--- src/dlr_pkg.sv ---
// Shared types and constants of the DDA line rasteriser.
package dlr_pkg;

  localparam int unsigned ADDR_W      = 24;
  localparam int unsigned COLOR_W     = 24;
  localparam int unsigned PITCH_W     = 13;
  localparam int unsigned APB_DATA_W  = 32;
  localparam int unsigned APB_ADDR_W  = 3;
  localparam logic [PITCH_W-1:0] PITCH_RESET = 13'd1024;

  localparam logic REG_ROW_PITCH = 1'b0;

  typedef enum logic {
    OP_BEGIN   = 1'b0,
    OP_ADVANCE = 1'b1
  } opcode_e;

  typedef struct packed {
    logic load_line;
    logic div_step;
    logic div_done;
    logic advance;
  } dlr_cmd_t;

  typedef struct packed {
    logic step_zero;
  } dlr_status_t;

endpackage

--- src/dlr_div.sv ---
// Restoring divider, one quotient bit per step, for one axis increment.
module dlr_div #(
  parameter int unsigned COORD_BITS = 12,
  parameter int unsigned FRAC_BITS  = 16
) (
  input  logic                  clk_i,
  input  logic                  load_i,
  input  logic                  step_i,
  input  logic [COORD_BITS-1:0] mag_i,
  input  logic [COORD_BITS-1:0] divisor_i,
  output logic [FRAC_BITS:0]    quo_o
);

  logic [COORD_BITS-1:0] rem_q, rem_d;
  logic [COORD_BITS-1:0] div_q;
  logic [FRAC_BITS:0]    quo_q, quo_d;
  logic [COORD_BITS:0]   shifted;
  logic                  ge;

  always_comb begin
    shifted = {rem_q, 1'b0};
    ge      = 1'b0;
    rem_d   = rem_q;
    quo_d   = quo_q;
    if (load_i) begin
      // magnitude never exceeds the divisor, so the integer bit is 0 or 1
      ge    = mag_i >= divisor_i;
      rem_d = ge ? (mag_i - divisor_i) : mag_i;
      quo_d = {{FRAC_BITS{1'b0}}, ge};
    end else if (step_i) begin
      ge    = shifted >= {1'b0, div_q};
      rem_d = ge ? COORD_BITS'(shifted - {1'b0, div_q}) : shifted[COORD_BITS-1:0];
      quo_d = {quo_q[FRAC_BITS-1:0], ge};
    end
  end

  always_ff @(posedge clk_i) begin
    rem_q <= rem_d;
    quo_q <= quo_d;
    if (load_i) begin
      div_q <= divisor_i;
    end
  end

  assign quo_o = quo_q;

endmodule

--- src/dlr_datapath.sv ---
// Datapath: line set-up, position accumulators, address generation, result register.
module dlr_datapath #(
  parameter int unsigned COORD_BITS = 12,
  parameter int unsigned FRAC_BITS  = 16
) (
  input  logic                          clk_i,
  input  logic                          rst_ni,
  input  dlr_pkg::dlr_cmd_t             cmd_i,
  output dlr_pkg::dlr_status_t          status_o,
  input  logic [COORD_BITS-1:0]         start_x_i,
  input  logic [COORD_BITS-1:0]         start_y_i,
  input  logic [COORD_BITS-1:0]         end_x_i,
  input  logic [COORD_BITS-1:0]         end_y_i,
  input  logic [dlr_pkg::COLOR_W-1:0]   pen_color_i,
  input  logic [dlr_pkg::PITCH_W-1:0]   row_pitch_i,
  output logic [dlr_pkg::ADDR_W-1:0]    pixel_address_o,
  output logic [dlr_pkg::COLOR_W-1:0]   pixel_color_o,
  output logic                          pixel_valid_o,
  output logic                          last_o
);
  import dlr_pkg::*;

  localparam int unsigned POS_W  = COORD_BITS + FRAC_BITS + 1;
  localparam int unsigned INC_W  = FRAC_BITS + 2;
  localparam int unsigned LEFT_W = COORD_BITS + 1;
  localparam int unsigned SUM_W  = (COORD_BITS + 15 > ADDR_W) ? COORD_BITS + 15 : ADDR_W;

  logic [POS_W-1:0]      cur_x_q, cur_y_q;
  logic [INC_W-1:0]      inc_x_q, inc_y_q;
  logic [LEFT_W-1:0]     pixels_left_q;
  logic [COLOR_W-1:0]    line_color_q;
  logic                  neg_x_q, neg_y_q;

  logic [ADDR_W-1:0]     addr_q;
  logic [COLOR_W-1:0]    color_q;
  logic                  valid_q, last_q;

  logic [COORD_BITS-1:0] adx, ady, step;
  logic [FRAC_BITS:0]    quo_x, quo_y;
  logic [COORD_BITS:0]   col, row;
  logic [SUM_W-1:0]      addr_sum;
  logic                  have_pixel;

  assign adx  = (end_x_i >= start_x_i) ? (end_x_i - start_x_i) : (start_x_i - end_x_i);
  assign ady  = (end_y_i >= start_y_i) ? (end_y_i - start_y_i) : (start_y_i - end_y_i);
  assign step = (adx > ady) ? adx : ady;
  assign status_o.step_zero = (step == '0);

  dlr_div #(.COORD_BITS(COORD_BITS), .FRAC_BITS(FRAC_BITS)) u_div_x (
    .clk_i     (clk_i),
    .load_i    (cmd_i.load_line),
    .step_i    (cmd_i.div_step),
    .mag_i     (adx),
    .divisor_i (step),
    .quo_o     (quo_x)
  );

  dlr_div #(.COORD_BITS(COORD_BITS), .FRAC_BITS(FRAC_BITS)) u_div_y (
    .clk_i     (clk_i),
    .load_i    (cmd_i.load_line),
    .step_i    (cmd_i.div_step),
    .mag_i     (ady),
    .divisor_i (step),
    .quo_o     (quo_y)
  );

  assign col        = cur_x_q[POS_W-1:FRAC_BITS];
  assign row        = cur_y_q[POS_W-1:FRAC_BITS];
  assign addr_sum   = SUM_W'(row) * SUM_W'(row_pitch_i) + SUM_W'(col);
  assign have_pixel = (pixels_left_q != '0);

  always_ff @(posedge clk_i or negedge rst_ni) begin
    if (!rst_ni) begin
      pixels_left_q <= '0;
    end else if (cmd_i.load_line) begin
      pixels_left_q <= LEFT_W'(step);
    end else if (cmd_i.advance && have_pixel) begin
      pixels_left_q <= pixels_left_q - LEFT_W'(1);
    end
  end

  always_ff @(posedge clk_i) begin
    if (cmd_i.load_line) begin
      cur_x_q      <= {1'b0, start_x_i, {FRAC_BITS{1'b0}}};
      cur_y_q      <= {1'b0, start_y_i, {FRAC_BITS{1'b0}}};
      line_color_q <= pen_color_i;
      neg_x_q      <= end_x_i < start_x_i;
      neg_y_q      <= end_y_i < start_y_i;
      inc_x_q      <= '0;
      inc_y_q      <= '0;
    end else if (cmd_i.div_done) begin
      inc_x_q <= neg_x_q ? (INC_W'(0) - {1'b0, quo_x}) : {1'b0, quo_x};
      inc_y_q <= neg_y_q ? (INC_W'(0) - {1'b0, quo_y}) : {1'b0, quo_y};
    end else if (cmd_i.advance && have_pixel) begin
      cur_x_q <= cur_x_q + {{(POS_W-INC_W){inc_x_q[INC_W-1]}}, inc_x_q};
      cur_y_q <= cur_y_q + {{(POS_W-INC_W){inc_y_q[INC_W-1]}}, inc_y_q};
    end
  end

  // result register, loaded on every advance request
  always_ff @(posedge clk_i) begin
    if (cmd_i.advance) begin
      addr_q  <= have_pixel ? addr_sum[ADDR_W-1:0] : '0;
      color_q <= have_pixel ? line_color_q : '0;
      valid_q <= have_pixel;
      last_q  <= (pixels_left_q == LEFT_W'(1));
    end
  end

  assign pixel_address_o = addr_q;
  assign pixel_color_o   = color_q;
  assign pixel_valid_o   = valid_q;
  assign last_o          = last_q;

endmodule

--- src/dlr_ctrl.sv ---
// Controller: request handshakes, divide sequencing and result-register occupancy.
module dlr_ctrl #(
  parameter int unsigned FRAC_BITS = 16
) (
  input  logic                 clk_i,
  input  logic                 rst_ni,
  input  logic                 in_valid_i,
  output logic                 in_ready_o,
  input  logic                 opcode_i,
  output logic                 out_valid_o,
  input  logic                 out_ready_i,
  input  dlr_pkg::dlr_status_t status_i,
  output dlr_pkg::dlr_cmd_t    cmd_o
);
  import dlr_pkg::*;

  localparam int unsigned CNT_W = $clog2(FRAC_BITS);
  localparam logic [CNT_W-1:0] CNT_LAST = CNT_W'(FRAC_BITS - 1);

  typedef enum logic [1:0] {
    ST_IDLE,
    ST_DIVIDE,
    ST_FINISH
  } state_e;

  state_e           state_q, state_d;
  logic [CNT_W-1:0] count_q, count_d;
  logic             out_valid_q, out_valid_d;
  logic             accept;

  assign in_ready_o = (state_q == ST_IDLE) && (!out_valid_q || out_ready_i);
  assign accept     = in_valid_i && in_ready_o;

  always_comb begin
    cmd_o.load_line = accept && (opcode_i == OP_BEGIN);
    cmd_o.advance   = accept && (opcode_i == OP_ADVANCE);
    cmd_o.div_step  = (state_q == ST_DIVIDE);
    cmd_o.div_done  = (state_q == ST_FINISH);

    state_d = state_q;
    count_d = count_q;
    unique case (state_q)
      ST_IDLE: begin
        count_d = '0;
        if (cmd_o.load_line && !status_i.step_zero) begin
          state_d = ST_DIVIDE;
        end
      end
      ST_DIVIDE: begin
        if (count_q == CNT_LAST) begin
          state_d = ST_FINISH;
        end else begin
          count_d = count_q + CNT_W'(1);
        end
      end
      ST_FINISH: begin
        state_d = ST_IDLE;
      end
      default: begin
        state_d = ST_IDLE;
      end
    endcase

    priority if (cmd_o.advance) begin
      out_valid_d = 1'b1;
    end else if (out_ready_i) begin
      out_valid_d = 1'b0;
    end else begin
      out_valid_d = out_valid_q;
    end
  end

  always_ff @(posedge clk_i or negedge rst_ni) begin
    if (!rst_ni) begin
      state_q     <= ST_IDLE;
      count_q     <= '0;
      out_valid_q <= 1'b0;
    end else begin
      state_q     <= state_d;
      count_q     <= count_d;
      out_valid_q <= out_valid_d;
    end
  end

  assign out_valid_o = out_valid_q;

  a_begin_divides: assert property (@(posedge clk_i) disable iff (!rst_ni)
    (cmd_o.load_line && !status_i.step_zero) |=> (state_q == ST_DIVIDE))
    else $error("line set-up did not start the divide");

  a_finish_after_divide: assert property (@(posedge clk_i) disable iff (!rst_ni)
    (state_q == ST_FINISH) |-> ($past(state_q) == ST_DIVIDE && $past(count_q) == CNT_LAST))
    else $error("finish step reached without a full divide");

  a_count_bound: assert property (@(posedge clk_i) disable iff (!rst_ni)
    (state_q == ST_DIVIDE) |-> (count_q <= CNT_LAST))
    else $error("divide counter overran");

  a_result_held: assert property (@(posedge clk_i) disable iff (!rst_ni)
    (out_valid_q && !out_ready_i) |=> out_valid_q)
    else $error("pending result dropped");

endmodule

--- src/dda_line_rasterizer.sv ---
// Top level of the DDA line rasteriser: stream ports, APB register, controller and datapath.
//
//  channel   | direction | handshake                  | payload
//  s_axis    | in        | s_axis_tvalid/tready       | tuser opcode, tdata line set-up
//  m_axis    | out       | m_axis_tvalid/tready       | tuser pixel_valid, tlast, tdata pixel
//  apb       | in        | psel/penable, pready high  | row_pitch at byte address 0
//
//  One advance request may be accepted every cycle while the output register is free or draining.
//  A begin request with a nonzero length blocks input while the one-bit-per-cycle restoring
//  dividers for the two increments run and the increments are registered.
//  A zero-length begin request starts no divide.
//  Results sit in one output register; input is accepted while it drains.
//  Reset clears control state and pixels left; row_pitch resets to 1024.
module dda_line_rasterizer #(
  parameter int unsigned COORD_BITS = 12,
  parameter int unsigned FRAC_BITS  = 16
) (
  input  logic                               clk_i,
  input  logic                               rst_ni,
  // slave stream
  input  logic                               s_axis_tvalid_i,
  output logic                               s_axis_tready_o,
  // start_x, start_y, end_x, end_y, pen_color, zero fill
  input  logic [((4*COORD_BITS+24+7)/8)*8-1:0] s_axis_tdata_i,
  // opcode
  input  logic                               s_axis_tuser_i,
  // master stream
  output logic                               m_axis_tvalid_o,
  input  logic                               m_axis_tready_i,
  // pixel_address, pixel_color
  output logic [47:0]                        m_axis_tdata_o,
  // pixel_valid
  output logic                               m_axis_tuser_o,
  output logic                               m_axis_tlast_o,
  // APB
  input  logic                               psel_i,
  input  logic                               penable_i,
  input  logic                               pwrite_i,
  input  logic [dlr_pkg::APB_ADDR_W-1:0]     paddr_i,
  input  logic [dlr_pkg::APB_DATA_W-1:0]     pwdata_i,
  output logic [dlr_pkg::APB_DATA_W-1:0]     prdata_o,
  output logic                               pready_o
);
  import dlr_pkg::*;

  logic [PITCH_W-1:0] row_pitch_q;
  logic               reg_hit;
  dlr_cmd_t           cmd;
  dlr_status_t        status;
  logic [ADDR_W-1:0]  pixel_address;
  logic [COLOR_W-1:0] pixel_color;

  assign pready_o = 1'b1;
  assign reg_hit  = (paddr_i[APB_ADDR_W-1] == REG_ROW_PITCH);
  assign prdata_o = reg_hit ? APB_DATA_W'(row_pitch_q) : '0;

  always_ff @(posedge clk_i or negedge rst_ni) begin
    if (!rst_ni) begin
      row_pitch_q <= PITCH_RESET;
    end else if (psel_i && penable_i && pwrite_i && pready_o && reg_hit) begin
      row_pitch_q <= pwdata_i[PITCH_W-1:0];
    end
  end

  dlr_ctrl #(.FRAC_BITS(FRAC_BITS)) u_ctrl (
    .clk_i       (clk_i),
    .rst_ni      (rst_ni),
    .in_valid_i  (s_axis_tvalid_i),
    .in_ready_o  (s_axis_tready_o),
    .opcode_i    (s_axis_tuser_i),
    .out_valid_o (m_axis_tvalid_o),
    .out_ready_i (m_axis_tready_i),
    .status_i    (status),
    .cmd_o       (cmd)
  );

  dlr_datapath #(.COORD_BITS(COORD_BITS), .FRAC_BITS(FRAC_BITS)) u_datapath (
    .clk_i           (clk_i),
    .rst_ni          (rst_ni),
    .cmd_i           (cmd),
    .status_o        (status),
    .start_x_i       (s_axis_tdata_i[COORD_BITS-1:0]),
    .start_y_i       (s_axis_tdata_i[2*COORD_BITS-1:COORD_BITS]),
    .end_x_i         (s_axis_tdata_i[3*COORD_BITS-1:2*COORD_BITS]),
    .end_y_i         (s_axis_tdata_i[4*COORD_BITS-1:3*COORD_BITS]),
    .pen_color_i     (s_axis_tdata_i[4*COORD_BITS+COLOR_W-1:4*COORD_BITS]),
    .row_pitch_i     (row_pitch_q),
    .pixel_address_o (pixel_address),
    .pixel_color_o   (pixel_color),
    .pixel_valid_o   (m_axis_tuser_o),
    .last_o          (m_axis_tlast_o)
  );

  assign m_axis_tdata_o = {pixel_color, pixel_address};

endmodule

--- config.mk ---
export PLATFORM = sky130hd
export DESIGN_NAME = dda_line_rasterizer
export DESIGN_NICKNAME = d
export VERILOG_FILES = /design/src/dlr_pkg.sv /design/src/dlr_div.sv /design/src/dlr_datapath.sv /design/src/dlr_ctrl.sv /design/src/dda_line_rasterizer.sv
export SDC_FILE = /design/constraint.sdc
export NUM_CORES = 1
export LEC_CHECK = 0
export ABC_CLOCK_PERIOD_IN_PS = 7500
export BUFFER_PORTS_ARGS = -buffer_cell sky130_fd_sc_hd__buf_2
export CORE_MARGIN = 2
export CORE_UTILIZATION = 50
export DETAILED_ROUTE_END_ITERATION = 10
export GPL_ROUTABILITY_DRIVEN = 1
export PLACE_DENSITY = 0.78
export SETUP_SLACK_MARGIN = 0.4
export SKIP_LAST_GASP = 1
export SLEW_MARGIN = 0
export SYNTH_ARGS = -nofsm -noshare
export SYNTH_HDL_FRONTEND = slang
export SYNTH_SLANG_ARGS = --single-unit
export TNS_END_PERCENT = 5
--- constraint.sdc ---
create_clock -name clk_i -period 7.5 [get_ports clk_i]
set_input_delay 0.75 -clock clk_i [delete_from_list [all_inputs] [get_ports clk_i]]
set_output_delay 0.75 -clock clk_i [all_outputs]
set_load 0.005 [all_outputs]
* After elaboration in Yosys (flattened, before gate mapping)
Index checks and enable logic that the tools add are counted.
Word-level totals: register bits 273, input bits 115, word-level logic and storage cells 117, output and inout port bits 85
Cells by class: reductions and logical operators 23, add/subtract/negate cells 15, multiply operators 1, multiplexer cells 33, bitwise gates (word level) 3, equal/unequal tests 8, order comparisons 9
Operators with widths (number):
- $mux 28 | 6
- $mux 12 | 11
- $sub 12x12->12 | 8
- $add 29x29->29 | 2
- $ge 12x12->1 | 4
- $mux 13 | 3
- $mux 18 | 2
- $sub 1x17->18 const A | 2
- $ge 13x12->1 | 2
- $add 24x13->24 | 1
- $lt 12x12->1 | 2
- $mul 13x13->24 | 1
- $eq 13x1->1 const B | 1
- $reduce_bool 13->1 | 1
- $sub 13x1->13 const B | 1
- $gt 12x12->1 | 1
- $logic_not 12->1 | 1
- $logic_and 1x1->1 | 9
- $pmux 4 s2 | 1
- $reduce_and 2->1 | 4
- $reduce_bool 2->1 | 4
- $mux 1 | 6
- $add 4x1->4 const B | 1
- $eq 4x4->1 const B | 1
- other kinds (11) | 17

* Longest topological paths before layout
Gate-level depths: netlist (run 1).
depth after elaboration 9, depth in mapped cells 39, depth with buffers taken out 36

* Cells and area by module
From an unflattened synthesis (run 1), not the netlist that was laid out.
Unflattened totals: cells, all modules 2840, area total of the unflattened synthesis 26122.6 sq um
By module, submodules not included:
- dlr_datapath | instances 1, sequential area each 4729.5 sq um, cells an instance 2102, area each 18805.5 sq um
- dlr_div | instances 2, sequential area each 1071.0 sq um, cells an instance 317, area each 3059.2 sq um
- dda_line_rasterizer | instances 1, sequential area each 326.6 sq um, cells an instance 64, area each 792.0 sq um
- dlr_ctrl | instances 1, sequential area each 175.2 sq um, cells an instance 40, area each 406.6 sq um

* Worst setup path before layout (run 1)
No wires, ideal clock.
path kind input to register, from input port s_axis_tdata_i[36], to register u_datapath.u_div_y.rem_q[10] (data pin), arrival time 7.495 ns, library setup time 0.276 ns, path slack -0.272 ns, data required time 7.224 ns, cell stages on the path 38, path buffers 5, cells stage by stage inv_1 -> ha_1 -> inv_1 -> fa_1 -> a21o_1 -> a21oi_2 -> a211o_2 -> nand2_4 -> buf_8 -> nor3_1 -> nor2_1 -> a221o_1 -> a21oi_1 -> o22ai_1 -> a21oi_1 -> xnor2_1 -> inv_1 -> ha_1 -> [... 2 more ...] -> a21oi_1 -> inv_1 -> nor2_1 -> clkbuf_1 -> clkbuf_1 -> clkbuf_1 -> clkbuf_1 -> nand2_1 -> ha_1 -> nand2b_1 -> o221ai_1 -> maj3_1 -> o21ai_1 -> a221oi_1 -> o21ai_1 -> a2111oi_0 -> a31o_1 -> a311oi_1
On the way: longest elaborated chain between the ends 7, elaborated cells between the ends (all ways) 10, classes of those cells add/sub: 3; order compare: 3; mux: 4
RTL lines:
- start: declaration | RTL line dda_line_rasterizer.sv:24 | input logic [((4*COORD_BITS+24+7)/8)*8-1:0] s_axis_tdata_i,
- $sub 12x12->12 / $ge 12x12->1 (equally long branches) | RTL line dlr_datapath.sv:45 | assign ady = (end_y_i >= start_y_i) ? (end_y_i - start_y_i) : (start_y_i - end_y_i);
- $mux 12 (*) | RTL line dlr_datapath.sv:45
- $gt 12x12->1 | RTL line dlr_datapath.sv:46 | assign step = (adx > ady) ? adx : ady;
- $mux 12 | RTL line dlr_datapath.sv:46
- $sub 12x12->12 / $ge 12x12->1 (equally long branches) | RTL line dlr_div.sv:28, dlr_div.sv:27
- $mux 12 (*) | RTL line dlr_div.sv:28 | rem_d = ge ? (mag_i - divisor_i) : mag_i;
- $mux 12 (*) | RTL line dlr_div.sv:25 | if (load_i) begin
- net u_datapath.u_div_y.rem_d[10] | RTL line dlr_div.sv:14 | logic [COORD_BITS-1:0] rem_q, rem_d;
- end signal: assignment | RTL line dlr_div.sv:38 | rem_q <= rem_d;
- end: declaration | RTL line dlr_div.sv:14
Mark *: on every way through the listed nets, which the timed path passes. The rest lies on a longest branch. A chain may end at the register's enable or synchronous reset.

* Worst setup path in the final report (run 1)
from input port s_axis_tdata_i[21], to register u_datapath.u_div_x.rem_q[7] (data pin)
On the way: longest elaborated chain between the ends 7, elaborated cells between the ends (all ways) 10, classes of those cells add/sub: 3; order compare: 3; mux: 4
RTL lines:
- $sub 12x12->12 / $ge 12x12->1 (equally long branches) | RTL line dlr_datapath.sv:45
- $mux 12 (*) | RTL line dlr_datapath.sv:45
- $gt 12x12->1 | RTL line dlr_datapath.sv:46
- $mux 12 (*) | RTL line dlr_datapath.sv:46
- net u_datapath.step[0] | RTL line dlr_datapath.sv:38 | logic [COORD_BITS-1:0] adx, ady, step;
- $sub 12x12->12 / $ge 12x12->1 (equally long branches) | RTL line dlr_div.sv:28, dlr_div.sv:27
- $mux 12 (*) | RTL line dlr_div.sv:28
- $mux 12 (*) | RTL line dlr_div.sv:25
- net u_datapath.u_div_x.rem_d[7] | RTL line dlr_div.sv:14
- end signal: assignment | RTL line dlr_div.sv:38
- end: declaration | RTL line dlr_div.sv:14
Marked as above.

==> metrics.cfg, run 1 <==
[outcome]
outcome = complete, no violations

[sta]
relSlewSlack = 0.120
rsz0062_at_grt = true
worst_slew_pin_slew_ps = 1310
fin_crit_ps = 6880
drv_slew = 0
setup_tns_ps = 0
fin_crit_sh = 0.917
hold_viol = 0
max_freq_mhz = 145
worst_clock_skew_ps = 29.3
setup_viol = 0
finalHoldWorstSlack_ps = 368

[critical_path]
slowest_delay_ps = 400
critPathMaxFanout = 7
regToRegSetupSlack_ps = 700
worstSetupPathType = in -> reg
crit_required_ps = 7770
reg2regPathDepth = 21
critPathCapture = u_datapath.u_div_x.rem_q[7]
regToRegStartpoint = row_pitch_q[3]
crit_path_top_delay_cell = o211ai_2
r2r_end = u_datapath.pixel_address_o[23]
path_common_cell = a21oi_1
crit_arrival_ps = 7140
timing.critical_path.from_type = input pin
cp-end-kind = register
startpoint = s_axis_tdata_i[21]

[finish]
instances_no_fill = 3748
drive_above_1_share = 0.151
nNetsFinal = 3541
fill_cells = 4152
final_area_um2 = 28200
area_delta_synth_final_pct = 13.6

[logic_synthesis]
yosys.area.top_type = edfxtp_1
ys_async_sr_fraction = 0.121
ys_seq_elements = 273
synth_top_cell_area_share = 0.167
synth_edf_count = 138
ys_warn_count = 0
yosys-top-cells-count = nand2_1, inv_1, ha_1
yosysSeqAreaShare = 0.283
synth.most_common_cell = nand2_1
synth_flop_cell = edfxtp_1
postSynthAreaPerCell_um2 = 8.71
synth_cell_types = 113
synth_area_leaders = edfxtp_1, ha_1, fa_1, dfxtp_1, nand2_1
syn_area_um2 = 24800
netlist_instances = 2849

[global_route]
grt_use_total = 0.274
antenna_found_initial = 2
grt_pass1_wl_mm = 112
grt-ovfl-total = 0
grt_pass1_vias = 21445
grt_max_degree = 80

[die]
io_pins = 200
rows = 81
start_util = 0.507
core-area_um2 = 49000
die_area_um2 = 51400
die_x_um = 227
die_y_um = 227

[route]
postRouteAntennaNets = 0
drt-pass1-iter-count = 6
wl_mm = 70.1
drt-initial-drc-count = 1888
viasPerCell = 5.77
route.detailed.drc = 0
vias = 21637
wl_per_cell_um = 18.7

[placement]
port_buffers = 158
place_area_um2 = 26900
dp_hpwl_mm = 53.7
gp_congestion = 0.962
dp_cells = 3679

[clocking]
cts_tree = yes
cts_buffers = 34
h-tree-depth = 2
cts_root_buf = clkbuf_16
insertion_delay_ps = 560
clkSinkCount = 273
ctsHoldBuffers = 0
clockBufferDepth = 3
clkTransAtPathRegs_ps = 60

[flow_run]
maxCapViolCount = 0

[min_path]
holdCritPathClass = in -> async

-- layer usage --
| metal | global-route usage | share of wire |
|---|---|---|
| met1 | 0.361 | 0.42 |
| met2 | 0.446 | 0.46 |
| met3 | 0.0442 | 0.079 |
| met4 | 0.115 | 0.038 |
| met5 | 0 | 0.00023 |
-- placed cells by master, fill, tap and decap left out, types with 31 or more instances in the layout --
cell type,Yosys,layout
nand2_1,353,352
inv_1,292,291
ha_1,232,232
a21oi_1,215,211
nor2_1,196,193
buf_2,11,158
edfxtp_1,138,138
fa_1,137,136
buf_4,22,134
o21ai_0,114,114
and2_1,102,102
dfxtp_1,102,102
xnor2_1,66,63
a211oi_1,61,61
xor2_1,52,52
nor3_1,45,41
nand3_1,38,38
nor2b_1,38,37
clkbuf_16,0,37
o22ai_1,36,36
a21o_1,35,35
dfrtp_1,32,31
-- area by class of cell --
type | instances | area, µm² | area share
Antenna cell | 2 | 5.00 | 0.000178
Clock buffer | 47 | 1000 | 0.0356
Clock inverter | 14 | 115 | 0.00409
Inverter | 303 | 1150 | 0.0407
Multi-Input combinational cell | 2153 | 16300 | 0.577
Sequential cell | 273 | 7010 | 0.249
Tap cell | 664 | 831 | 0.0295
Timing Repair Buffer | 292 | 1800 | 0.0638
-- timing repair --
item | CTS | global route
endpoints found under the setup margin | 0 | 24
setup buffers | 0 | 6
gates resized for setup | 0 | 21
-- how the worst min path moves through the flow --
stage / start / end / slack [ps]
global route: s_axis_tdata_i[66] / u_datapath.line_color_q[18] / 370
global placement: u_datapath.cur_y_q[5] / u_datapath.cur_y_q[5] / 440
floorplan: u_datapath.cur_x_q[4] / u_datapath.cur_x_q[4] / 440
finish: rst_ni / u_datapath.pixels_left_q[5] / 370
CTS: s_axis_tdata_i[70] / u_datapath.line_color_q[22] / 360
detailed placement: u_datapath.cur_y_q[15] / u_datapath.cur_y_q[15] / 450
-- kinds of logic (layout without fill, tap and decap cells) --
kind of cell	Yosys count	after routing	share of synthesized area
buf+inv	441	656	0.0715
fa+ha+maj	371	371	0.228
mux	32	32	0.0140
other cells	2	22	0.000303
simple gates	909	909	0.173
compound gates	699	699	0.185
xor+xnor	122	122	0.0443
flops	273	273	0.283
-- stage by stage --
stage	setup slack, ps	utilization
2_1_floorplan	408	-
3_3_place_gp	-2.62	0.549
3_5_place_dp	-49.6	0.549
4_1_cts	462	0.572
5_1_grt	351	0.575
6_report	624	0.575
-- registers in the layout, summed over array words and instances, names as in the netlist --
| name | count |
|---|---|
| u_datapath.line_color_q | 24 |
| u_datapath.u_div_x.rem_q | 12 |
| u_datapath.cur_y_q | 29 |
| u_datapath.u_div_x.quo_o | 17 |
| u_datapath.u_div_y.quo_o | 17 |
| u_datapath.inc_x_q | 18 |
| u_datapath.pixel_valid_o | 1 |
| u_datapath.pixels_left_q | 13 |
| u_datapath.u_div_x.div_q | 12 |
| u_datapath.last_o | 1 |
| u_ctrl.state_q | 2 |
| u_ctrl.count_q | 4 |
| u_datapath.cur_x_q | 29 |
| u_datapath.u_div_y.rem_q | 12 |
| u_datapath.neg_x_q | 1 |
| u_datapath.pixel_color_o | 24 |
| u_ctrl.out_valid_o | 1 |
| u_datapath.inc_y_q | 18 |
| u_datapath.neg_y_q | 1 |
| row_pitch_q | 13 |
| u_datapath.pixel_address_o | 24 |
-- critical path: cells and delay by family --
family	cells	cell delay, ps
compound gates	15	2970
fa+ha+maj	4	1020
buf+inv	9	1320
simple gates	5	1070
Power of run 1 is left out: the tool's default activity adds up to more than one toggle a clock period on the data nets, which glitch-free logic cannot reach.
==> run 2: changes to the inputs <==
CTS_BUF_LIST = sky130_fd_sc_hd__clkbuf_4 sky130_fd_sc_hd__clkbuf_8   (was unset)
==> run 2 against run 1 <==
Against the previous run:
- sequential share of layout area about the same
- first-iteration DRC count increased by 10%
- core utilization down 0.077 points
- setup slack got worse by 110 ps
- wire length is 0.24% higher
- sequential cell count unchanged
- register-to-register slack worse by 50 ps
- design area shrank 0.13%
- largest cell class unchanged
- final cell count is 0.77% higher
==> metrics.cfg, run 2 (synthesized netlist as in run 1, its figures left out) <==
[global_route]
grt_max_degree = 80  ; unchanged
grt_use_total = 0.275  ; +0.00119
grt_pass1_wl_mm = 112  ; +0.59%
grt_pass1_vias = 21659  ; +1.0%
antenna_found_initial = 4  ; +2
grt-ovfl-total = 0  ; unchanged

[route]
drt-pass1-iter-count = 6  ; unchanged
postRouteAntennaNets = 0  ; unchanged
vias = 21788  ; +0.70%
wl_mm = 70.3  ; +0.24%
wl_per_cell_um = 18.6  ; -0.53%
route.detailed.drc = 0  ; unchanged
viasPerCell = 5.77  ; about the same
drt-initial-drc-count = 2079  ; +10%

[die]
die_area_um2 = 51400  ; unchanged
start_util = 0.507  ; unchanged
io_pins = 200  ; unchanged
die_x_um = 227  ; unchanged
core-area_um2 = 49000  ; unchanged
rows = 81  ; unchanged
die_y_um = 227  ; unchanged

[clocking]
insertion_delay_ps = 680  ; +120 ps
clockBufferDepth = 3  ; unchanged
cts_tree = yes
cts_root_buf = clkbuf_8
cts_buffers = 50  ; +47%
clkSinkCount = 273  ; unchanged
clkTransAtPathRegs_ps = 70  ; about the same
h-tree-depth = 2  ; unchanged

[placement]
port_buffers = 158  ; unchanged
place_area_um2 = 26900  ; unchanged
dp_hpwl_mm = 53.7  ; unchanged
gp_congestion = 0.962  ; unchanged

[critical_path]
worstSetupPathType = in -> reg
crit_required_ps = 7910  ; +140 ps
timing.critical_path.from_type = input pin
cp-end-kind = register
crit_arrival_ps = 7400  ; +260 ps
crit_path_top_delay_cell = fa_1
slowest_delay_ps = 430  ; +30 ps
path_common_cell = inv_1
critPathMaxFanout = 12  ; +5

[finish]
final_cell_mix = nand2_1, inv_1, ha_1
area_delta_synth_final_pct = 13.4
fill_cells = 4184  ; +0.77%
top_regs = u_datapath.cur_x_q: 29 flops, u_datapath.cur_y_q: 29 flops
drive_above_1_share = 0.157  ; +0.00603
final_area_um2 = 28100  ; -0.13%
nNetsFinal = 3553  ; +0.34%
mostFrequentLayoutCell = nand2_1

[sta]
relSlewSlack = 0.126  ; +0.00650
fin_crit_sh = 0.931  ; +0.0144
worst_slew_pin_slew_ps = 1300  ; -9.70 ps
rsz0062_at_grt = true
setup_viol = 0  ; unchanged
hold_viol = 0  ; unchanged
worst_clock_skew_ps = 54.6  ; +25.3 ps
fin_crit_ps = 6980  ; +108 ps
max_freq_mhz = 143  ; -1.5%
drv_slew = 0  ; unchanged

[flow_run]
maxCapViolCount = 0  ; unchanged

[outcome]
outcome = complete, no violations

[min_path]
holdCritPathClass = in -> async

## run 2: critical path, delay by kind of cell
family / cells / cell delay (ps)
AND/OR/NAND/NOR: 6 / 630
AO/OA/AOI/OAI: 17 / 3680
XOR/XNOR: 1 / 190
buffers and inverters: 8 / 890
adder cells (fa/ha/maj): 5 / 1270
## run 2: repair_timing
item                                   in CTS  in global routing
setup endpoints to repair                   0                 12
resized for setup                           0                  4
setup buffers                               0                  2
endpoints found under the hold margin       0                  0
hold buffers                                0                  0
## run 2: cell type report
type / count / area [µm²] / area share
diodes: 3 / 7.51 / 0.000267
clock buffers: 72 / 897 / 0.0319
clock inverters: 21 / 308 / 0.0109
inverters: 303 / 1150 / 0.0407
multi-input cells: 2153 / 16200 / 0.574
flip-flops and latches: 273 / 7010 / 0.249
well taps: 664 / 831 / 0.0295
repair buffers: 288 / 1770 / 0.0628
## run 2: worst paths after layout
path                                              from                        endpoint  slack (ps)  depth (start not counted)
worst max register to register  u_datapath.cur_y_q[21]  u_datapath.pixel_address_o[23]         650                         24
worst max-delay path                s_axis_tdata_i[36]    u_datapath.u_div_y.rem_q[10]         520                         37
max in group asynchronous                       rst_ni                  row_pitch_q[1]        6530                          1
worst min-delay path                            rst_ni     u_datapath.pixels_left_q[7]         230                          1
min in group clk_i                  s_axis_tdata_i[69]     u_datapath.line_color_q[21]         290                          1
worst min register to register  u_datapath.cur_y_q[15]          u_datapath.cur_y_q[15]         450                          2
## run 2: through the flow
step                      instances  hold WS, ps  TNS, ps  setup slack [ps]   util
final                          3777          232        0               516  0.575
after floorplan                2867          436        0               408      -
after global placement         3679          442    -2.62             -2.62  0.549
after CTS                      3772          227        0               443  0.574
after global routing           3776          258        0               234  0.575
after detailed placement       3679          449    -49.6             -49.6  0.549
## run 2: metal layers
layer,vias to the layer above,share of wire,track usage
li1,10269,-,-
met1,10449,0.42,0.360
met2,908,0.46,0.447
met3,160,0.082,0.0512
met4,2,0.039,0.113
met5,-,0.00020,0
Power of run 2 is left out for the same reason.
==> run 3: changes to the inputs <==
==> constraint.sdc (replaced) <==
create_clock -name clk_i -period 7.5 [get_ports clk_i]
set_input_delay 0.375 -clock clk_i [delete_from_list [all_inputs] [get_ports clk_i]]
set_output_delay 0.375 -clock clk_i [all_outputs]
set_load 0.005 [all_outputs]
==> run 3 against run 2 <==
Against the previous run:
- global-route usage hardly changed
- via count hardly changed
- critical endpoint is now u_datapath.pixel_address_o[23]
- highest routed layer unchanged
- design area is 0.44% lower
- first-iteration DRC count is 14% lower
- clock skew is 16 ps higher
==> metrics.cfg, run 3 (synthesized netlist as in run 1, its figures left out) <==
[outcome]
outcome = complete, no violations

[route]
wl_per_cell_um = 18.6  ; -0.15%
drt-pass1-iter-count = 5  ; -1
viasPerCell = 5.77  ; about the same
wl_mm = 70.1  ; -0.23%
drt-initial-drc-count = 1797  ; -14%
route.detailed.drc = 0  ; unchanged
vias = 21777  ; -0.050%
postRouteAntennaNets = 0  ; unchanged

[die]
die_y_um = 227  ; unchanged
start_util = 0.507  ; unchanged
io_pins = 200  ; unchanged
die_area_um2 = 51400  ; unchanged
core-area_um2 = 49000  ; unchanged
die_x_um = 227  ; unchanged
rows = 81  ; unchanged

[global_route]
grt-ovfl-total = 0  ; unchanged
antenna_found_initial = 4  ; unchanged
grt_pass1_wl_mm = 112  ; about the same
grt_pass1_vias = 21771  ; +0.52%
grt_use_total = 0.275  ; -0.000407
grt_max_degree = 76  ; -5.0%

[min_path]
holdCritPathClass = in -> reg

[finish]
fill_cells = 4243  ; +1.4%
final_cell_mix = nand2_1, inv_1, ha_1
area_delta_synth_final_pct = 12.9
mostFrequentLayoutCell = nand2_1
top_regs = u_datapath.cur_x_q: 29 flops, u_datapath.cur_y_q: 29 flops
drive_above_1_share = 0.143  ; -0.0147
nNetsFinal = 3552  ; -0.028%

[placement]
gp_congestion = 0.977  ; +1.6%
dp_hpwl_mm = 53.2  ; -0.89%
port_buffers = 158  ; unchanged

[clocking]
clockBufferDepth = 3  ; unchanged
clkSinkCount = 273  ; unchanged
insertion_delay_ps = 660  ; -20 ps
clkTransAtPathRegs_ps = 60  ; about the same
h-tree-depth = 2  ; unchanged
cts_buffers = 48  ; -4.0%
cts_root_buf = clkbuf_8
cts_tree = yes

[sta]
worst_slew_pin_slew_ps = 1230  ; -71.1 ps
setup_tns_ps = 0  ; unchanged
max_freq_mhz = 146  ; +2.1%
fin_crit_ps = 6840  ; -146 ps
drv_slew = 0  ; unchanged
rsz0062_at_grt = true
hold_viol = 0  ; unchanged
finalHoldWorstSlack_ps = 68.6  ; -164 ps
relSlewSlack = 0.156  ; +0.0301
setup_viol = 0  ; unchanged
worst_clock_skew_ps = 70.2  ; +15.5 ps
fin_crit_sh = 0.912  ; -0.0195

[critical_path]
crit_required_ps = 7990  ; +80 ps
worstSetupPathType = reg -> reg
critPathMaxFanout = 8  ; -4
cp-end-kind = register
timing.critical_path.from_type = register
crit_arrival_ps = 7320  ; -80 ps

[flow_run]
maxCapViolCount = 0  ; unchanged

==> run 3: final cells by class <==
type                            count  area (µm²)  share of cell area
Multi-Input combinational cell   2153       16100               0.575
Clock buffer                       75         901              0.0322
Inverter                          303        1150              0.0409
Antenna cell                        3        7.51            0.000268
Timing Repair Buffer              289        1880              0.0672
Clock inverter                     14         110             0.00393
Tap cell                          664         831              0.0297
Sequential cell                   273        7020               0.250
==> run 3: per-stage QoR <==
step                setup WS, ps  instance area, µm²  std cells  utilization
finish                       663               28000       3774        0.572
global route                 236               28000       3773        0.572
CTS                          402               28000       3767        0.571
detailed placement           246               26600       3640        0.543
global placement             344               26600       3640        0.543
floorplan                    391               24900       2867            -
==> run 3: final timing paths <==
check / depth (start not counted) / slack [ps] / startpoint / endpoint
max: 24 / 660 / row_pitch_q[3] / u_datapath.pixel_address_o[23]
min: 3 / 70 / s_axis_tuser_i / u_datapath.pixels_left_q[12]
max reg2reg: 24 / 660 / row_pitch_q[3] / u_datapath.pixel_address_o[23]
min reg2reg: 2 / 460 / u_datapath.cur_y_q[9] / u_datapath.cur_y_q[9]
max in group asynchronous: 2 / 6350 / rst_ni / row_pitch_q[2]
min in group asynchronous: 2 / 430 / rst_ni / u_ctrl.out_valid_o
==> run 3: what timing repair did <==
item	4_1_cts	5_1_grt
hold buffers	38	0
setup endpoints to repair	0	19
endpoints found under the hold margin	69	0
buffers inserted	0	4
gates resized for setup	0	3
==> run 3: routing by layer <==
layer	vias up	share of wire	global-route usage
li1	10293	-	-
met1	10505	0.43	0.363
met2	816	0.46	0.449
met3	161	0.071	0.0416
met4	2	0.041	0.117
met5	-	0.00011	0
==> run 3: critical path: stages (launching register included) <==
cell	delay, ps
dfrtp_1	560
nand2_1	140
fa_1	550
inv_1	50
fa_1	480
ha_1	320
ha_1	280
inv_1	50
fa_1	500
fa_1	520
inv_1	40
ha_1	290
inv_1	90
o21bai_1	80
a21oi_1	250
o21bai_1	90
a21oi_1	240
o21bai_1	130
a2111o_1	540
a311oi_2	380
o21ai_1	190
o31a_1	300
o21a_1	180
or3_1	300
a21oi_1	140
Power of run 3 is left out for the same reason.
